==> config.mk <==
export PLATFORM = sky130hd
export DESIGN_NAME = cmac_fifo
export DESIGN_NICKNAME = d
export VERILOG_FILES = /design/src/design/cmac_pkg.sv /design/src/design/cmac_fifo.sv
export SDC_FILE = /design/constraint.sdc
export NUM_CORES = 1
export LEC_CHECK = 0
export ABC_CLOCK_PERIOD_IN_PS = 16600
export BUFFER_PORTS_ARGS = -buffer_cell sky130_fd_sc_hd__buf_2
export CAP_MARGIN = 20
export CORE_MARGIN = 3
export CORE_UTILIZATION = 33
export DETAILED_ROUTE_END_ITERATION = 10
export PLACE_DENSITY = 0.59
export SYNTH_ARGS = -nofsm -noshare
export SYNTH_HDL_FRONTEND = slang
export SYNTH_SLANG_ARGS = --single-unit
==> constraint.sdc <==
create_clock -name clk -period 16.6 [get_ports clk]
set_clock_uncertainty 0.15 [all_clocks]
set_input_delay 4.15 -clock clk [delete_from_list [all_inputs] [get_ports clk]]
set_output_delay 4.15 -clock clk [all_outputs]
set_load 0.01 [all_outputs]
==> src/design/cmac_pkg.sv <==
// Shared types, constants and AES helper functions for the CMAC engine.
`default_nettype none
package cmac_pkg;

  localparam int BLOCK_BYTES = 16;
  localparam logic [7:0] SUBKEY_POLY = 8'h87;
  localparam logic [7:0] PAD_BYTE = 8'h80;
  localparam logic [3:0] LAST_ROUND = 4'd10;

  // Configuration register indexes.
  localparam logic CFG_KEY_HIGH = 1'b0;
  localparam logic CFG_KEY_LOW = 1'b1;

  // One queued block: padded data, final flag and subkey choice.
  typedef struct packed {
    logic [127:0] data;
    logic         fin;
    logic         use_k2;
  } cmac_item_t;

  localparam logic [7:0] SBOX [256] = '{
    8'h63,8'h7c,8'h77,8'h7b,8'hf2,8'h6b,8'h6f,8'hc5,8'h30,8'h01,8'h67,8'h2b,8'hfe,8'hd7,8'hab,8'h76,
    8'hca,8'h82,8'hc9,8'h7d,8'hfa,8'h59,8'h47,8'hf0,8'had,8'hd4,8'ha2,8'haf,8'h9c,8'ha4,8'h72,8'hc0,
    8'hb7,8'hfd,8'h93,8'h26,8'h36,8'h3f,8'hf7,8'hcc,8'h34,8'ha5,8'he5,8'hf1,8'h71,8'hd8,8'h31,8'h15,
    8'h04,8'hc7,8'h23,8'hc3,8'h18,8'h96,8'h05,8'h9a,8'h07,8'h12,8'h80,8'he2,8'heb,8'h27,8'hb2,8'h75,
    8'h09,8'h83,8'h2c,8'h1a,8'h1b,8'h6e,8'h5a,8'ha0,8'h52,8'h3b,8'hd6,8'hb3,8'h29,8'he3,8'h2f,8'h84,
    8'h53,8'hd1,8'h00,8'hed,8'h20,8'hfc,8'hb1,8'h5b,8'h6a,8'hcb,8'hbe,8'h39,8'h4a,8'h4c,8'h58,8'hcf,
    8'hd0,8'hef,8'haa,8'hfb,8'h43,8'h4d,8'h33,8'h85,8'h45,8'hf9,8'h02,8'h7f,8'h50,8'h3c,8'h9f,8'ha8,
    8'h51,8'ha3,8'h40,8'h8f,8'h92,8'h9d,8'h38,8'hf5,8'hbc,8'hb6,8'hda,8'h21,8'h10,8'hff,8'hf3,8'hd2,
    8'hcd,8'h0c,8'h13,8'hec,8'h5f,8'h97,8'h44,8'h17,8'hc4,8'ha7,8'h7e,8'h3d,8'h64,8'h5d,8'h19,8'h73,
    8'h60,8'h81,8'h4f,8'hdc,8'h22,8'h2a,8'h90,8'h88,8'h46,8'hee,8'hb8,8'h14,8'hde,8'h5e,8'h0b,8'hdb,
    8'he0,8'h32,8'h3a,8'h0a,8'h49,8'h06,8'h24,8'h5c,8'hc2,8'hd3,8'hac,8'h62,8'h91,8'h95,8'he4,8'h79,
    8'he7,8'hc8,8'h37,8'h6d,8'h8d,8'hd5,8'h4e,8'ha9,8'h6c,8'h56,8'hf4,8'hea,8'h65,8'h7a,8'hae,8'h08,
    8'hba,8'h78,8'h25,8'h2e,8'h1c,8'ha6,8'hb4,8'hc6,8'he8,8'hdd,8'h74,8'h1f,8'h4b,8'hbd,8'h8b,8'h8a,
    8'h70,8'h3e,8'hb5,8'h66,8'h48,8'h03,8'hf6,8'h0e,8'h61,8'h35,8'h57,8'hb9,8'h86,8'hc1,8'h1d,8'h9e,
    8'he1,8'hf8,8'h98,8'h11,8'h69,8'hd9,8'h8e,8'h94,8'h9b,8'h1e,8'h87,8'he9,8'hce,8'h55,8'h28,8'hdf,
    8'h8c,8'ha1,8'h89,8'h0d,8'hbf,8'he6,8'h42,8'h68,8'h41,8'h99,8'h2d,8'h0f,8'hb0,8'h54,8'hbb,8'h16
  };

  function automatic logic [7:0] xtime(input logic [7:0] x);
    return {x[6:0], 1'b0} ^ (x[7] ? 8'h1b : 8'h00);
  endfunction

  // Round constant for the key expansion step that yields round key rnd.
  function automatic logic [7:0] rcon(input logic [3:0] rnd);
    logic [7:0] rc;
    case (rnd)
      4'd1: rc = 8'h01;
      4'd2: rc = 8'h02;
      4'd3: rc = 8'h04;
      4'd4: rc = 8'h08;
      4'd5: rc = 8'h10;
      4'd6: rc = 8'h20;
      4'd7: rc = 8'h40;
      4'd8: rc = 8'h80;
      4'd9: rc = 8'h1b;
      4'd10: rc = 8'h36;
      default: rc = 8'h00;
    endcase
    return rc;
  endfunction

  // Next AES-128 round key from the current one.
  function automatic logic [127:0] next_round_key(input logic [127:0] rk, input logic [7:0] rc);
    logic [31:0] tmp;
    logic [31:0] w0, w1, w2, w3;
    tmp = {SBOX[rk[23:16]] ^ rc, SBOX[rk[15:8]], SBOX[rk[7:0]], SBOX[rk[31:24]]};
    w0 = rk[127:96] ^ tmp;
    w1 = rk[95:64] ^ w0;
    w2 = rk[63:32] ^ w1;
    w3 = rk[31:0] ^ w2;
    return {w0, w1, w2, w3};
  endfunction

  // SubBytes, ShiftRows and, except in the last round, MixColumns.
  function automatic logic [127:0] aes_round(input logic [127:0] s, input logic last);
    logic [7:0] sb [16];
    logic [7:0] t [16];
    logic [7:0] all;
    logic [127:0] res;
    for (int c = 0; c < 4; c++) begin
      for (int q = 0; q < 4; q++) begin
        sb[c*4+q] = SBOX[s[127 - 8*((((c + q) & 3) * 4) + q) -: 8]];
      end
    end
    for (int c = 0; c < 4; c++) begin
      all = sb[c*4] ^ sb[c*4+1] ^ sb[c*4+2] ^ sb[c*4+3];
      for (int q = 0; q < 4; q++) begin
        t[c*4+q] = last ? sb[c*4+q] :
                   (sb[c*4+q] ^ all ^ xtime(sb[c*4+q] ^ sb[c*4+((q + 1) & 3)]));
      end
    end
    for (int i = 0; i < 16; i++) begin
      res[127 - 8*i -: 8] = t[i];
    end
    return res;
  endfunction

  // One-bit left shift with conditional reduction by 0x87.
  function automatic logic [127:0] dbl(input logic [127:0] v);
    return {v[126:0], 1'b0} ^ {120'd0, (v[127] ? SUBKEY_POLY : 8'h00)};
  endfunction

endpackage
`default_nettype wire

==> src/design/cmac_fifo.sv <==
// Two-entry queue between the input side and the cipher core.
`default_nettype none
module cmac_fifo (
  input  wire logic                 clk,
  input  wire logic                 rst_n,
  input  wire logic                 push,
  input  wire cmac_pkg::cmac_item_t push_item,
  output logic                      full,
  output logic                      not_empty,
  input  wire logic                 pop,
  output cmac_pkg::cmac_item_t      head
);
  import cmac_pkg::*;

  cmac_item_t mem_r [2];
  logic       wr_ptr_r, wr_ptr_nxt;
  logic       rd_ptr_r, rd_ptr_nxt;
  logic [1:0] count_r, count_nxt;

  assign full = (count_r == 2'd2);
  assign not_empty = (count_r != 2'd0);
  assign head = mem_r[rd_ptr_r];

  // Pointer and fill count update.
  always_comb begin
    wr_ptr_nxt = push ? !wr_ptr_r : wr_ptr_r;
    rd_ptr_nxt = pop ? !rd_ptr_r : rd_ptr_r;
    count_nxt = count_r + 2'(push) - 2'(pop);
  end

  always_ff @(posedge clk) begin
    if (!rst_n) begin
      wr_ptr_r <= 1'b0;
      rd_ptr_r <= 1'b0;
      count_r <= 2'd0;
    end else begin
      wr_ptr_r <= wr_ptr_nxt;
      rd_ptr_r <= rd_ptr_nxt;
      count_r <= count_nxt;
    end
  end

  always_ff @(posedge clk) begin
    if (push) begin
      mem_r[wr_ptr_r] <= push_item;
    end
  end

endmodule
`default_nettype wire

== After elaboration in Yosys (flattened, before gate mapping) ==
Memories as Yosys holds them, arrays and structs flattened. A register that Yosys moved wholly into a read port is not among the register bits.
Index checks and enable logic that the tools add are counted.

* $add $sub $neg: 2
* Eq/ne operators: 1
* Multiplexer cells: 4
* Reduce and logical (&&, ||, !) cells: 3

{| class="wikitable"
|+ Operator list
! operator !! number
|-
| $mux W1 || 4
|-
| $add A2 B1 Y2 || 1
|-
| $eq A2 B2 Y1 const B || 1
|-
| $logic_not A1 Y1 || 2
|-
| $reduce_bool A2 Y1 || 1
|-
| $sub A2 B1 Y2 || 1
|}

* Output and inout bits: 132
* Memories kept: 1
* Bits in writable memories: 260
* Logic and storage cells: 14
* Bits in registers: 4

{| class="wikitable"
|+ Memories
! memory !! depth !! bits a word !! read ports !! clocked after memory_dff !! write ports !! line !! text
|-
| mem_r || 2 || 130 || 1 || 1 || 1 || cmac_fifo.sv:15 || <nowiki>cmac_item_t mem_r [2];</nowiki>
|}

== Logic depth before layout (Yosys ltp) ==
* Depth in word-level cells: 3
* Depth in mapped cells: 6
* Mapped depth without buffers: 6

== Worst setup path after synthesis ==
Ideal clock, no wire load.

* Kind: input -> register
* Start: in push
* End: mem mem_r[0][0] (netlist name) (enable)
* Arrival: 9,815 ps
* Library setup time: 636 ps
* Setup slack: 5,999 ps
* Stages on the path: 1
* Data required time: 15,814 ps
* Path through: nor2b_1

* Cells in the longest elaborated chain, start to end: 2

{| class="wikitable"
|+ RTL lines
! element !! line !! text
|-
| start, declared || cmac_fifo.sv:6 || <nowiki>input wire logic push,</nowiki>
|-
| $mux W1 || cmac_fifo.sv:44 || <nowiki>if (push) begin</nowiki>
|-
| $mux W1 (implied by the code) || cmac_fifo.sv:45 || <nowiki>mem_r[wr_ptr_r] <= push_item;</nowiki>
|-
| end, declared || cmac_fifo.sv:15 ||
|}

No other way between the ends.

==> out/metrics.cfg <==
[grt]
antenna_found_initial = 2
grt_max_degree = 77
grt_pass1_wl_mm = 28.82
grt_use_total = 0.1188
globalRouteOverflowTotal = 0
first_global_vias = 5206

[cells_and_area]
area_growth_pct = 28.58
multi_input_area_um2 = 1594
num-nets-final = 848
design_area_um2 = 12390
drive_gt1_frac = 0.6150
final-seq-area_um2 = 7911
fillCellCount = 2554
final_common_cell = buf_2
mostFrequentLayoutCells = buf_2, edfxtp_1, mux2_2

[synth]
netlist_area_um2 = 9634
syn_inst = 425
yosysSeqAreaShare = 0.8208
yosysWarnings = 0
synth_nets = 561
synthDistinctLibCells = 14
avgSynthCellArea_um2 = 22.67
ys_seq_elements = 265

[worst_setup_path]
required_ps = 12300
crit_fanout = 55
rrSetupSlack_ps = 14010
critPathKind = reg -> out
cp-start-kind = flop
critPathCaptureType = output pin
critical_path_arrival_ps = 2310

[floorplanning]
initial_core_util = 0.3412
die_y_um = 176.9
fp.dieW_um = 176.9
std_cell_rows = 61
core_area_um2 = 28240
io_pins = 266
die_area_um2 = 31280

[clock_tree]
post_cts_buffers = 0
cts_sinks = 265
postCtsHoldBufs = 0
root_buffer = clkbuf_16
clock_path_buffers = 3
clk_latency_ps = 530
cts_tree = done
cts_resized = 0
clk_transition_reported_paths_ps = 60
htree_num_levels = 1
numCtsBuffers = 29

[timing]
fmax_ghz = 0.1513
period_needed_ps = 6610
layout_setup_ws_ps = 9990
setup_viol = 0
drv_slew = 0
slew_headroom = 0.3430
tightest_slew_ps = 985.5
period_share = 0.3982
hold_viol = 0
rsz0062_at_grt = false
fin_setup_tns_ps = 0

[route]
viasPerCell = 4.400
drtPass1Iterations = 5
drt-initial-drc-count = 226
routedWlPerCell_um = 17.47
wirelength_mm = 19.46
ant_nets = 0
vias = 4902
drcViolationCount = 0

[worst_hold_path]
hp-class = reg -> reg

[power]
p_leak_nw = 4.599
powerDensity_nw_per_um2 = 129.0
combPwrFrac = 0.094
internal-power_w = 0.001260
pwr-share-seq = 0.490
p_sw_frac = 0.2117
clkPwrFrac = 0.416
ir_drop_uv = 69.79
switchingPower_w = 0.0003384

[placement]
io_buffers = 265
gp_congestion = 0.7340
place_ws_ps = 9780
dp.final_hpwl_mm = 12.70
placed_area_um2 = 11340

[run_status]
status = finished, final reports clean

[flow_run]
timing.max_cap.violations = 0

cell usage after synthesis:
cell type / count / area share
buf_6: 10 / 0.012
xnor3_1: 1 / 0.0023
buf_4: 1 / 0.00078
dfxtp_1: 5 / 0.010
buf_2: 3 / 0.0016
edfxtp_1: 260 / 0.81
xor2_1: 1 / 0.00091
inv_1: 2 / 0.00078
mux2_2: 130 / 0.15
or2_2: 1 / 0.00065
and2_1: 4 / 0.0026
ha_1: 2 / 0.0026
nor2b_1: 4 / 0.0026
o21a_1: 1 / 0.00078
path summary, 6_finish.rpt:
check / end / cells past startpoint / startpoint
min: flop / 2 / rd_ptr_r$_SDFFE_PN0P_
max reg2reg: mem_r[1][91]$_DFFE_PP_ / 2 / wr_ptr_r$_SDFFE_PN0P_
min reg2reg: flop / 2 / rd_ptr_r$_SDFFE_PN0P_
max: head[45] / 3 / flop
per-layer routing:
layer,track usage,vias to the layer above,wire length (um)
met5,0,-,13
met1,0.1480,2416,7933
li1,-,2270,-
met3,0.03325,34,1375
met2,0.2027,180,9632
met4,0.03502,2,506
registers in the layout, indices dropped and copies added (netlist names), named ones only:
name	count
mem_r	260
count_r	2
rd_ptr_r	1
wr_ptr_r	1
layout make-up:
cell class              count  area share
multi-input cells         144      0.1287
clock buffers              31     0.05919
clock inverters            23     0.02283
inverters                   2   0.0006060
flip-flops and latches    265      0.6386
repair buffers            270      0.1117
diodes                      1   0.0002020
well taps                 378     0.03818
power groups by stage:
stage	Combinational [W]	Clock [W]	Sequential, W
floorplan	0.0000898	0	0.000799
global placement	0.000144	0	0.000804
detailed placement	0.000146	0	0.000805
CTS	0.000147	0.000688	0.000791
global route	0.000164	0.000715	0.000787
finish	0.000150	0.000664	0.000784
kinds of logic (layout without fill, tap and decap cells):
group / after synthesis / count (layout) / share of synthesized area
flops: 265 / 265 / 0.8208
fa+ha+maj: 2 / 2 / 0.002597
other cells: 0 / 1 / 0
mux: 130 / 130 / 0.1519
buf+inv: 16 / 326 / 0.01481
xor+xnor: 2 / 2 / 0.003247
simple gates: 9 / 9 / 0.005844
compound gates: 1 / 1 / 0.0007795
worst max-delay path, stage by stage, from the launching register on:
cell and delay [ps]:
dfxtp_4 490, buf_4 620, mux2_2 430, buf_2 140
through the flow:
stage	instances	hold slack, ps	util	power [W]
finish	1114	424.4	0.4387	0.001598
global route	1114	458.0	0.4387	0.001666
CTS	1112	427.1	0.4376	0.001626
detailed placement	1058	406.9	0.4016	0.0009511
global placement	1058	408.1	0.4016	0.0009482
floorplan	425	404.6	-	0.0008886
No activity file was read; power rests on OpenSTA's default activity.
