File: config.mk
export PLATFORM = sky130hd
export DESIGN_NAME = cmac_front
export DESIGN_NICKNAME = d
export VERILOG_FILES = /design/src/design/cmac_pkg.sv /design/src/design/cmac_front.sv
export SDC_FILE = /design/constraint.sdc
export NUM_CORES = 1
export LEC_CHECK = 0
export BUFFER_PORTS_ARGS = -buffer_cell sky130_fd_sc_hd__buf_2
export CORE_AREA = 4 4 102 104
export DETAILED_ROUTE_END_ITERATION = 7
export DIE_AREA = 0 0 106 108
export PLACE_DENSITY_LB_ADDON = 0.15
export SYNTH_ARGS = -nofsm -noshare
export SYNTH_HDL_FRONTEND = slang
export SYNTH_SLANG_ARGS = --single-unit
File: constraint.sdc
create_clock -name vclk -period 2.05
set_input_delay 0.41 -clock vclk [all_inputs]
set_output_delay 0.41 -clock vclk [all_outputs]
set_load 0.05 [all_outputs]
File: src/design/cmac_pkg.sv
// Shared types, constants and AES helper functions for the CMAC engine.
`default_nettype none
package cmac_pkg;

  localparam int BLOCK_BYTES = 16;
  localparam logic [7:0] SUBKEY_POLY = 8'h87;
  localparam logic [7:0] PAD_BYTE = 8'h80;
  localparam logic [3:0] LAST_ROUND = 4'd10;

  // Configuration register indexes.
  localparam logic CFG_KEY_HIGH = 1'b0;
  localparam logic CFG_KEY_LOW = 1'b1;

  // One queued block: padded data, final flag and subkey choice.
  typedef struct packed {
    logic [127:0] data;
    logic         fin;
    logic         use_k2;
  } cmac_item_t;

  localparam logic [7:0] SBOX [256] = '{
    8'h63,8'h7c,8'h77,8'h7b,8'hf2,8'h6b,8'h6f,8'hc5,8'h30,8'h01,8'h67,8'h2b,8'hfe,8'hd7,8'hab,8'h76,
    8'hca,8'h82,8'hc9,8'h7d,8'hfa,8'h59,8'h47,8'hf0,8'had,8'hd4,8'ha2,8'haf,8'h9c,8'ha4,8'h72,8'hc0,
    8'hb7,8'hfd,8'h93,8'h26,8'h36,8'h3f,8'hf7,8'hcc,8'h34,8'ha5,8'he5,8'hf1,8'h71,8'hd8,8'h31,8'h15,
    8'h04,8'hc7,8'h23,8'hc3,8'h18,8'h96,8'h05,8'h9a,8'h07,8'h12,8'h80,8'he2,8'heb,8'h27,8'hb2,8'h75,
    8'h09,8'h83,8'h2c,8'h1a,8'h1b,8'h6e,8'h5a,8'ha0,8'h52,8'h3b,8'hd6,8'hb3,8'h29,8'he3,8'h2f,8'h84,
    8'h53,8'hd1,8'h00,8'hed,8'h20,8'hfc,8'hb1,8'h5b,8'h6a,8'hcb,8'hbe,8'h39,8'h4a,8'h4c,8'h58,8'hcf,
    8'hd0,8'hef,8'haa,8'hfb,8'h43,8'h4d,8'h33,8'h85,8'h45,8'hf9,8'h02,8'h7f,8'h50,8'h3c,8'h9f,8'ha8,
    8'h51,8'ha3,8'h40,8'h8f,8'h92,8'h9d,8'h38,8'hf5,8'hbc,8'hb6,8'hda,8'h21,8'h10,8'hff,8'hf3,8'hd2,
    8'hcd,8'h0c,8'h13,8'hec,8'h5f,8'h97,8'h44,8'h17,8'hc4,8'ha7,8'h7e,8'h3d,8'h64,8'h5d,8'h19,8'h73,
    8'h60,8'h81,8'h4f,8'hdc,8'h22,8'h2a,8'h90,8'h88,8'h46,8'hee,8'hb8,8'h14,8'hde,8'h5e,8'h0b,8'hdb,
    8'he0,8'h32,8'h3a,8'h0a,8'h49,8'h06,8'h24,8'h5c,8'hc2,8'hd3,8'hac,8'h62,8'h91,8'h95,8'he4,8'h79,
    8'he7,8'hc8,8'h37,8'h6d,8'h8d,8'hd5,8'h4e,8'ha9,8'h6c,8'h56,8'hf4,8'hea,8'h65,8'h7a,8'hae,8'h08,
    8'hba,8'h78,8'h25,8'h2e,8'h1c,8'ha6,8'hb4,8'hc6,8'he8,8'hdd,8'h74,8'h1f,8'h4b,8'hbd,8'h8b,8'h8a,
    8'h70,8'h3e,8'hb5,8'h66,8'h48,8'h03,8'hf6,8'h0e,8'h61,8'h35,8'h57,8'hb9,8'h86,8'hc1,8'h1d,8'h9e,
    8'he1,8'hf8,8'h98,8'h11,8'h69,8'hd9,8'h8e,8'h94,8'h9b,8'h1e,8'h87,8'he9,8'hce,8'h55,8'h28,8'hdf,
    8'h8c,8'ha1,8'h89,8'h0d,8'hbf,8'he6,8'h42,8'h68,8'h41,8'h99,8'h2d,8'h0f,8'hb0,8'h54,8'hbb,8'h16
  };

  function automatic logic [7:0] xtime(input logic [7:0] x);
    return {x[6:0], 1'b0} ^ (x[7] ? 8'h1b : 8'h00);
  endfunction

  // Round constant for the key expansion step that yields round key rnd.
  function automatic logic [7:0] rcon(input logic [3:0] rnd);
    logic [7:0] rc;
    case (rnd)
      4'd1: rc = 8'h01;
      4'd2: rc = 8'h02;
      4'd3: rc = 8'h04;
      4'd4: rc = 8'h08;
      4'd5: rc = 8'h10;
      4'd6: rc = 8'h20;
      4'd7: rc = 8'h40;
      4'd8: rc = 8'h80;
      4'd9: rc = 8'h1b;
      4'd10: rc = 8'h36;
      default: rc = 8'h00;
    endcase
    return rc;
  endfunction

  // Next AES-128 round key from the current one.
  function automatic logic [127:0] next_round_key(input logic [127:0] rk, input logic [7:0] rc);
    logic [31:0] tmp;
    logic [31:0] w0, w1, w2, w3;
    tmp = {SBOX[rk[23:16]] ^ rc, SBOX[rk[15:8]], SBOX[rk[7:0]], SBOX[rk[31:24]]};
    w0 = rk[127:96] ^ tmp;
    w1 = rk[95:64] ^ w0;
    w2 = rk[63:32] ^ w1;
    w3 = rk[31:0] ^ w2;
    return {w0, w1, w2, w3};
  endfunction

  // SubBytes, ShiftRows and, except in the last round, MixColumns.
  function automatic logic [127:0] aes_round(input logic [127:0] s, input logic last);
    logic [7:0] sb [16];
    logic [7:0] t [16];
    logic [7:0] all;
    logic [127:0] res;
    for (int c = 0; c < 4; c++) begin
      for (int q = 0; q < 4; q++) begin
        sb[c*4+q] = SBOX[s[127 - 8*((((c + q) & 3) * 4) + q) -: 8]];
      end
    end
    for (int c = 0; c < 4; c++) begin
      all = sb[c*4] ^ sb[c*4+1] ^ sb[c*4+2] ^ sb[c*4+3];
      for (int q = 0; q < 4; q++) begin
        t[c*4+q] = last ? sb[c*4+q] :
                   (sb[c*4+q] ^ all ^ xtime(sb[c*4+q] ^ sb[c*4+((q + 1) & 3)]));
      end
    end
    for (int i = 0; i < 16; i++) begin
      res[127 - 8*i -: 8] = t[i];
    end
    return res;
  endfunction

  // One-bit left shift with conditional reduction by 0x87.
  function automatic logic [127:0] dbl(input logic [127:0] v);
    return {v[126:0], 1'b0} ^ {120'd0, (v[127] ? SUBKEY_POLY : 8'h00)};
  endfunction

endpackage
`default_nettype wire

File: src/design/cmac_front.sv
// Input side: accepts words, clamps the byte count and pads final blocks.
`default_nettype none
module cmac_front (
  input  wire logic                 in_valid,
  output logic                      in_ready,
  input  wire logic [63:0]          in_data_high,
  input  wire logic [63:0]          in_data_low,
  input  wire logic [4:0]           in_valid_bytes,
  input  wire logic                 in_final_block,
  input  wire logic                 q_full,
  output logic                      q_push,
  output cmac_pkg::cmac_item_t      q_item
);
  import cmac_pkg::*;

  logic [4:0]   nbytes;
  logic [127:0] raw;
  logic [127:0] padded;

  assign in_ready = !q_full;
  assign q_push = in_valid && !q_full;
  assign raw = {in_data_high, in_data_low};

  // A count above a full block counts as a full block.
  assign nbytes = (in_valid_bytes > 5'(BLOCK_BYTES)) ? 5'(BLOCK_BYTES) : in_valid_bytes;

  // Keep message bytes, put the pad marker after them and zero the rest.
  always_comb begin
    for (int i = 0; i < BLOCK_BYTES; i++) begin
      if (5'(i) < nbytes) begin
        padded[127 - 8*i -: 8] = raw[127 - 8*i -: 8];
      end else if (5'(i) == nbytes) begin
        padded[127 - 8*i -: 8] = PAD_BYTE;
      end else begin
        padded[127 - 8*i -: 8] = 8'h00;
      end
    end
  end

  always_comb begin
    q_item.fin = in_final_block;
    q_item.use_k2 = in_final_block && (nbytes != 5'(BLOCK_BYTES));
    q_item.data = q_item.use_k2 ? padded : raw;
  end

endmodule
`default_nettype wire

; ---- Yosys cells after proc, flatten, opt, wreduce, memory -nomap -nowiden
; Cells that the tools add are included.
; W data, S select, Z words.
[word_totals]
elab_cells = 71
register_bits = 0
input_bits = 136
mem_count = 0
ram_bits = 0
latchBits = 0
output_inout_bits = 132
rom_bits = 0
[op_classes]
muxes = 34
n_reduce_logical = 4
eq_ne = 16
add_sub_neg = 0
n_div = 0
magnitude_cmp = 17
bitwise = 0
multipliers = 0
shift = 0
[ops]
columns = op, n
row1 = $mux W8, 32
row2 = $mux W128, 1
row3 = $eq A4 B5 Y1 const A, 8
row4 = $lt A4 B5 Y1 const A, 8
row5 = $eq A3 B5 Y1 const A, 4
row6 = $lt A3 B5 Y1 const A, 4
row7 = $eq A2 B5 Y1 const A, 2
row8 = $lt A1 B5 Y1 const A, 2
row9 = $lt A2 B5 Y1 const A, 2
row10 = $eq A1 B5 Y1 const A, 1
row11 = $gt A5 B5 Y1 const B, 1
row12 = $logic_not A5 Y1, 1
row13 = $mux W5, 1
row14 = $ne A5 B5 Y1 const B, 1
row15 = $logic_and A1 B1 Y1, 2
row16 = $logic_not A1 Y1, 1

; ---- Logic depth before layout (Yosys ltp)
; Gate-level depths: netlist (run 1).
[logic_depth]
ltp_word = 6
depth_mapped = 5
ltp_nobuf = 4

; ---- Least setup slack after synthesis (run 1)
; Ideal clock, no wire load.
[synth_path]
kind = input port to output port
from = input port in_valid_bytes[4]
to = output port q_item[41] in the netlist's numbering
t_required_ns = 1.640
path_buffers = 1
arrival_ns = 2.031
path_slack_ns = -0.391
stages = 3
path_cell_list = nand2b_1 > clkbuf_1 > o31ai_1
[synth_rtl]
columns = element, line_no
row1 = from (decl), cmac_front.sv:8  ; input wire logic [4:0] in_valid_bytes,
row2 = to (decl), cmac_front.sv:12  ; output cmac_pkg::cmac_item_t q_item

==> flow_metrics.env, run 1 <==
export IMPL_synth_top_cells_by_area="sky130_fd_sc_hd__and2_1 (54%), sky130_fd_sc_hd__nor2b_1 (8.9%), sky130_fd_sc_hd__nand2_1 (5.7%), sky130_fd_sc_hd__a32o_1 (2.7%), sky130_fd_sc_hd__o21a_1 (2.7%)"
export IMPL_whs_path_depth=3
export IMPL_critPathBufInv=3
export IMPL_synthesis_yosys_warnings=0
export IMPL_report_final_slew_viol_count=0
export IMPL_crit_path_top_delay_cell="sky130_fd_sc_hd__or4b_4"
export IMPL_layout_min_cycle_time_ps=2022
export IMPL_flow_area_growth_from_synthesis_pct=158.1
export IMPL_syn_area_mm2=0.001126
export IMPL_p_total_mw=1.159
export IMPL_gp_routability_congestion=0.7690
export IMPL_crit_path_kind="input pin to primary output"
export IMPL_die_height_um=108
export IMPL_timing_max_slew_rel_slack_pct=77.25
export IMPL_grt_ovfl_total=0
export IMPL_floorplan_die_area_mm2=0.01145
export IMPL_synth_yosys_seq_area_share_pct=0
export IMPL_ctsHoldBuffers=0
export IMPL_timing_critical_path_fanout_max=6
export IMPL_timing_critical_path_to_type="primary output"
export IMPL_min_period_over_period_pct=98.63
export IMPL_numPortBuffers=268
export IMPL_avgSynthCellArea_um2=6.153
export IMPL_n_sequential_cell=0
export IMPL_crit_arrival_ps=1610
export IMPL_critical_path_top_cell_by_count="sky130_fd_sc_hd__buf_2"
export IMPL_power_leakage_nw=1.655
export IMPL_area_sequential_um2=0
export IMPL_min_delay_start="q_full"
export IMPL_dieWidth_um=106
export IMPL_worst_endpoint_required_time_ps=1640
export IMPL_hold_viol_final=0
export IMPL_layout_clock_buffers=0
export IMPL_via_total_after_detailed_routing=2247
export IMPL_cp_slowest_stage_delay_ps=510
export IMPL_synth_top_area_share_pct=54.44
export IMPL_placedCellCount=596
export IMPL_final_setup_viol_count=0
export IMPL_layoutNonFillerInstCount=597
export IMPL_synth_largest_area_cell="sky130_fd_sc_hd__and2_1"
export IMPL_grt_max_degree=13
export IMPL_power_density_mw_per_mm2=398.8
export IMPL_grt_pass1_vias=2166
export IMPL_final_antenna_net_count=0
export IMPL_grt_util_all_layers_pct=10.84
export IMPL_post_route_drc_count=0
export IMPL_peakVddDrop_mv=0.1612
export IMPL_worstPathCellList="buf_4 > or4b_4 > buf_2 > and2_1 > buf_2"
export IMPL_run_status="finished clean"
export IMPL_std_cell_rows=36
export IMPL_floorplan_io_pins=268
export IMPL_drt_iter0_markers=79
export IMPL_worstHoldPathType="input pin to primary output"
export IMPL_start_kind="input pin"
export IMPL_start_util_pct=11.79
export IMPL_cp_top_family="simple AND/OR/NAND/NOR gates"
export IMPL_post_synth_inst_count=183
export IMPL_global_route_wire_length_before_repair_mm=10.50
export IMPL_route_final_wire_length_mm=7.287
export IMPL_fin_nets=602
export IMPL_drt_vias_per_instance=3.764
export IMPL_grt_setup_unrepaired="true"
export IMPL_wl_per_cell_um=12.21
export IMPL_synth_cell_types=29
export IMPL_hold_end="in_ready"
export IMPL_hpwl_mm=6.573
export IMPL_syn_nets=319
export IMPL_max_clock_freq_mhz=494.6
export IMPL_layout_drive_gt1_share_pct=66.16
export IMPL_antenna_found_initial=0
export IMPL_diodes=0
export IMPL_tightest_slew_ps=340.0
export IMPL_drv_cap=0
export IMPL_drt_first_pass_iters=4
export IMPL_core_mm2=0.009549
[routing by layer]
layer,vias up,GRT usage [%],routed length (µm),share of wire [%]
met5,-,0,0,0
met4,0,0,0,0
met3,0,2.328,739,10
met2,132,22.36,3943,54
met1,962,11.95,2604,36
li1,1153,-,-,-
[layout by cell type (no fill, tap or decap), types with 4 or more instances in the layout]
master	instances
sky130_fd_sc_hd__and2_1	98
sky130_fd_sc_hd__nand2_1	13
sky130_fd_sc_hd__clkbuf_4	10
sky130_fd_sc_hd__o21a_1	4
sky130_fd_sc_hd__buf_6	5
sky130_fd_sc_hd__buf_2	246
sky130_fd_sc_hd__nor2b_1	16
sky130_fd_sc_hd__nor2_1	5
sky130_fd_sc_hd__buf_4	27
[how the worst max path moves through the flow]
stage | start | to | cells past startpoint
4_1_cts | in_valid_bytes[4] | q_item[113] | 6
3_3_place_gp | in_valid_bytes[4] | q_item[113] | 6
3_5_place_dp | in_valid_bytes[2] | q_item[106] | 7
6_report | in_valid_bytes[3] | q_item[103] | 5
5_1_grt | in_valid_bytes[1] | q_item[28] | 6
2_1_floorplan | in_valid_bytes[4] | q_item[41] | 3
[cell usage after synthesis]
cell and number:
sky130_fd_sc_hd__inv_2 1, sky130_fd_sc_hd__and3_1 1, sky130_fd_sc_hd__a21o_1 1, sky130_fd_sc_hd__a32o_1 3, sky130_fd_sc_hd__nor2_2 1, sky130_fd_sc_hd__nor2_1 5, sky130_fd_sc_hd__o31ai_1 3, sky130_fd_sc_hd__a21bo_2 1
sky130_fd_sc_hd__a21oi_1 4, sky130_fd_sc_hd__and2_1 98, sky130_fd_sc_hd__or4b_1 1, sky130_fd_sc_hd__nor3_1 1, sky130_fd_sc_hd__and4bb_2 1, sky130_fd_sc_hd__buf_2 5, sky130_fd_sc_hd__nor3b_2 1, sky130_fd_sc_hd__clkbuf_1 1
sky130_fd_sc_hd__inv_1 1, sky130_fd_sc_hd__buf_4 1, sky130_fd_sc_hd__buf_6 1, sky130_fd_sc_hd__nand2_1 17, sky130_fd_sc_hd__nor2b_1 16, sky130_fd_sc_hd__o21ai_1 3, sky130_fd_sc_hd__nand2b_1 3, sky130_fd_sc_hd__mux2_1 1
sky130_fd_sc_hd__nand3_1 2, sky130_fd_sc_hd__a22o_1 2, sky130_fd_sc_hd__o21a_1 4, sky130_fd_sc_hd__nor4b_2 1, sky130_fd_sc_hd__o21ai_0 3
[per-stage QoR]
stage | setup WS (ps) | hold WS, ps | utilization (%) | area, µm² | setup TNS, ps
finish | 28.13 | 1138 | 30.44 | 2907 | 0
global route | -31.95 | 1155 | 30.44 | 2907 | -258.2
CTS | 0.06317 | 1138 | 29.49 | 2816 | 0
detailed placement | -75.24 | 1138 | 29.00 | 2769 | -1190
global placement | -59.06 | 1132 | 29.00 | 2769 | -204.8
floorplan | 1.940 | 987.1 | - | 1144 | 0
[where the power goes]
part	internal (mW)	total [mW]	switching (mW)
Clock	0	0	0
Combinational	0.342	1.16	0.817
Sequential	0	0	0
Total	0.342	1.16	0.817
[tightest hold or removal path, cell delays in order]
cell                    delay, ps
sky130_fd_sc_hd__buf_2         90
sky130_fd_sc_hd__inv_1         30
sky130_fd_sc_hd__buf_2        200
[kinds of logic after synthesis]
| kind of cell | synth area share (%) |
|---|---|
| simple gates | 79.22 |
| compound gates | 14.89 |
| buf+inv | 4.888 |
| mux | 0.9999 |
[cell type report]
type                            instances  area, µm²
Fill cell                            1088       6643
Timing Repair Buffer                  289       1585
Multi-Input combinational cell        173       1145
Tap cell                              133      166.4
Inverter                                2      10.01
[timing repair]
action	CTS	global route
resized for setup	13	33
pin swaps	0	2
setup endpoints to repair	24	57
setup buffers	0	0
gates cloned	0	1
(Power assumes the default switching activity.)
==> inputs of run 2 (changes only) <==
Settings changed: CORE_AREA 4 4 102 104 to 2 2 103 105, DIE_AREA 0 0 106 108 to 0 0 105 107, RECOVER_POWER set to 100, REMOVE_ABC_BUFFERS set to 1.
==> run 2 against run 1 <==
  * Utilization shrank 0.77 points
  * Final cell count grew 1.2%
  * First-iteration DRC count shrank 2.5%
  * Die area shrank 1.9%
  * Critical path type unchanged
  * Power grew 2.0%
  * Highest routed layer unchanged
==> flow_metrics.env, run 2 (synthesis results as in run 1) <==
export IMPL_run_status="finished clean"
export IMPL_report_final_slew_viol_count=0
export IMPL_start_util_pct=11.16
export IMPL_worst_endpoint_required_time_ps=1640
export IMPL_grt_max_degree=14
export IMPL_area_sequential_um2=0
export IMPL_via_total_after_detailed_routing=2241
export IMPL_place_worst_setup_slack_ps=-196.4
export IMPL_n_sequential_cell=0
export IMPL_diodes=0
export IMPL_grt_setup_unrepaired="true"
export IMPL_timing_hold_ws_ps=1159
export IMPL_peakVddDrop_mv=0.1274
export IMPL_post_route_cell_area_mm2=0.002994
export IMPL_drt_iter0_markers=77
export IMPL_timing_critical_path_fanout_max=8
export IMPL_floorplan_io_pins=268
export IMPL_global_route_wire_length_before_repair_mm=9.722
export IMPL_min_period_over_period_pct=97.62
export IMPL_final_setup_worst_slack_ps=48.83
export IMPL_dieWidth_um=105
export IMPL_hpwl_mm=6.219
export IMPL_start_kind="input pin"
export IMPL_layout_commonest_cell="sky130_fd_sc_hd__buf_2"
export IMPL_timing_max_slew_rel_slack_pct=60.48
export IMPL_placedCellCount=602
export IMPL_std_cell_rows=37
export IMPL_drt_first_pass_iters=4
export IMPL_timing_critical_path_to_type="primary output"
export IMPL_final_cell_utilization_of_the_core_pct=29.67
export IMPL_final_setup_tns_ps=0
export IMPL_layout_drive_gt1_share_pct=65.38
export IMPL_layout_clock_buffers=0
export IMPL_flow_area_growth_from_synthesis_pct=165.9
export IMPL_crit_arrival_ps=1590
export IMPL_floorplan_die_area_mm2=0.01124
export IMPL_filler_instances=1158
export IMPL_post_route_drc_count=0
export IMPL_final_setup_viol_count=0
export IMPL_layoutNonFillerInstCount=604
export IMPL_numPortBuffers=268
export IMPL_ctsHoldBuffers=0
export IMPL_grt_util_all_layers_pct=10.44
export IMPL_final_antenna_net_count=0
export IMPL_power_density_mw_per_mm2=394.8
export IMPL_worstHoldPathType="input pin to primary output"
export IMPL_hold_viol_final=0
export IMPL_layout_cells_most_common_list="sky130_fd_sc_hd__buf_2 (154), sky130_fd_sc_hd__and2_1 (83), sky130_fd_sc_hd__clkbuf_2 (75), sky130_fd_sc_hd__buf_4 (30), sky130_fd_sc_hd__buf_6 (17)"
export IMPL_grt_pass1_vias=1915
export IMPL_die_height_um=107
export IMPL_antenna_found_initial=0
export IMPL_tightest_slew_ps=595.3
export IMPL_max_clock_freq_mhz=499.7
export IMPL_grt_ovfl_total=0
export IMPL_power_leakage_nw=1.689
export IMPL_drv_cap=0
export IMPL_core_mm2=0.01009
export IMPL_gp_routability_congestion=0.7012
export IMPL_crit_path_kind="input pin to primary output"
export IMPL_route_final_wire_length_mm=7.069
export IMPL_placed_area_mm2=0.002763
export IMPL_layout_min_cycle_time_ps=2001
export IMPL_p_total_mw=1.182
export IMPL_wl_per_cell_um=11.70
export IMPL_fin_nets=606
export IMPL_drt_vias_per_instance=3.710
[run 2: timing repair]
action	CTS	global route
hold endpoints to repair	0	0
buffers inserted	2	0
resized for setup	9	94
endpoints found under the setup margin	60	75
[run 2: final cells by class]
class	count	area [µm²]	share of cell area, %
Multi-Input combinational cell	173	1131	37.78
Tap cell	136	170.2	5.683
Timing Repair Buffer	293	1683	56.21
Inverter	2	10.01	0.3343
[run 2: critical path, cell delays in order]
cell and delay (ps):
sky130_fd_sc_hd__buf_2 120, sky130_fd_sc_hd__buf_4 150, sky130_fd_sc_hd__nor3b_4 170, sky130_fd_sc_hd__buf_4 170, sky130_fd_sc_hd__nand2_2 110, sky130_fd_sc_hd__a32o_1 240, sky130_fd_sc_hd__buf_2 210
[run 2: path summary, 6_finish.rpt]
check | start | end | slack (ps) | cells past startpoint
worst max-delay path | in_valid_bytes[4] | q_item[97] | 50 | 7
worst min-delay path | in_data_high[63] | q_item[129] | 1160 | 3
[run 2: routing by layer]
| layer | wire, µm | global-route usage (%) | vias up |
|---|---|---|---|
| met5 | 0 | 0 | - |
| met4 | 0 | 0 | 0 |
| met3 | 605 | 1.641 | 0 |
| met2 | 3837 | 22.17 | 137 |
| met1 | 2626 | 11.30 | 945 |
| li1 | - | - | 1159 |
[run 2: power by group]
group | switching (mW) | leakage (nW) | internal, mW
clock | 0 | 0 | 0
combinational | 0.821 | 1.69 | 0.361
sequential | 0 | 0 | 0
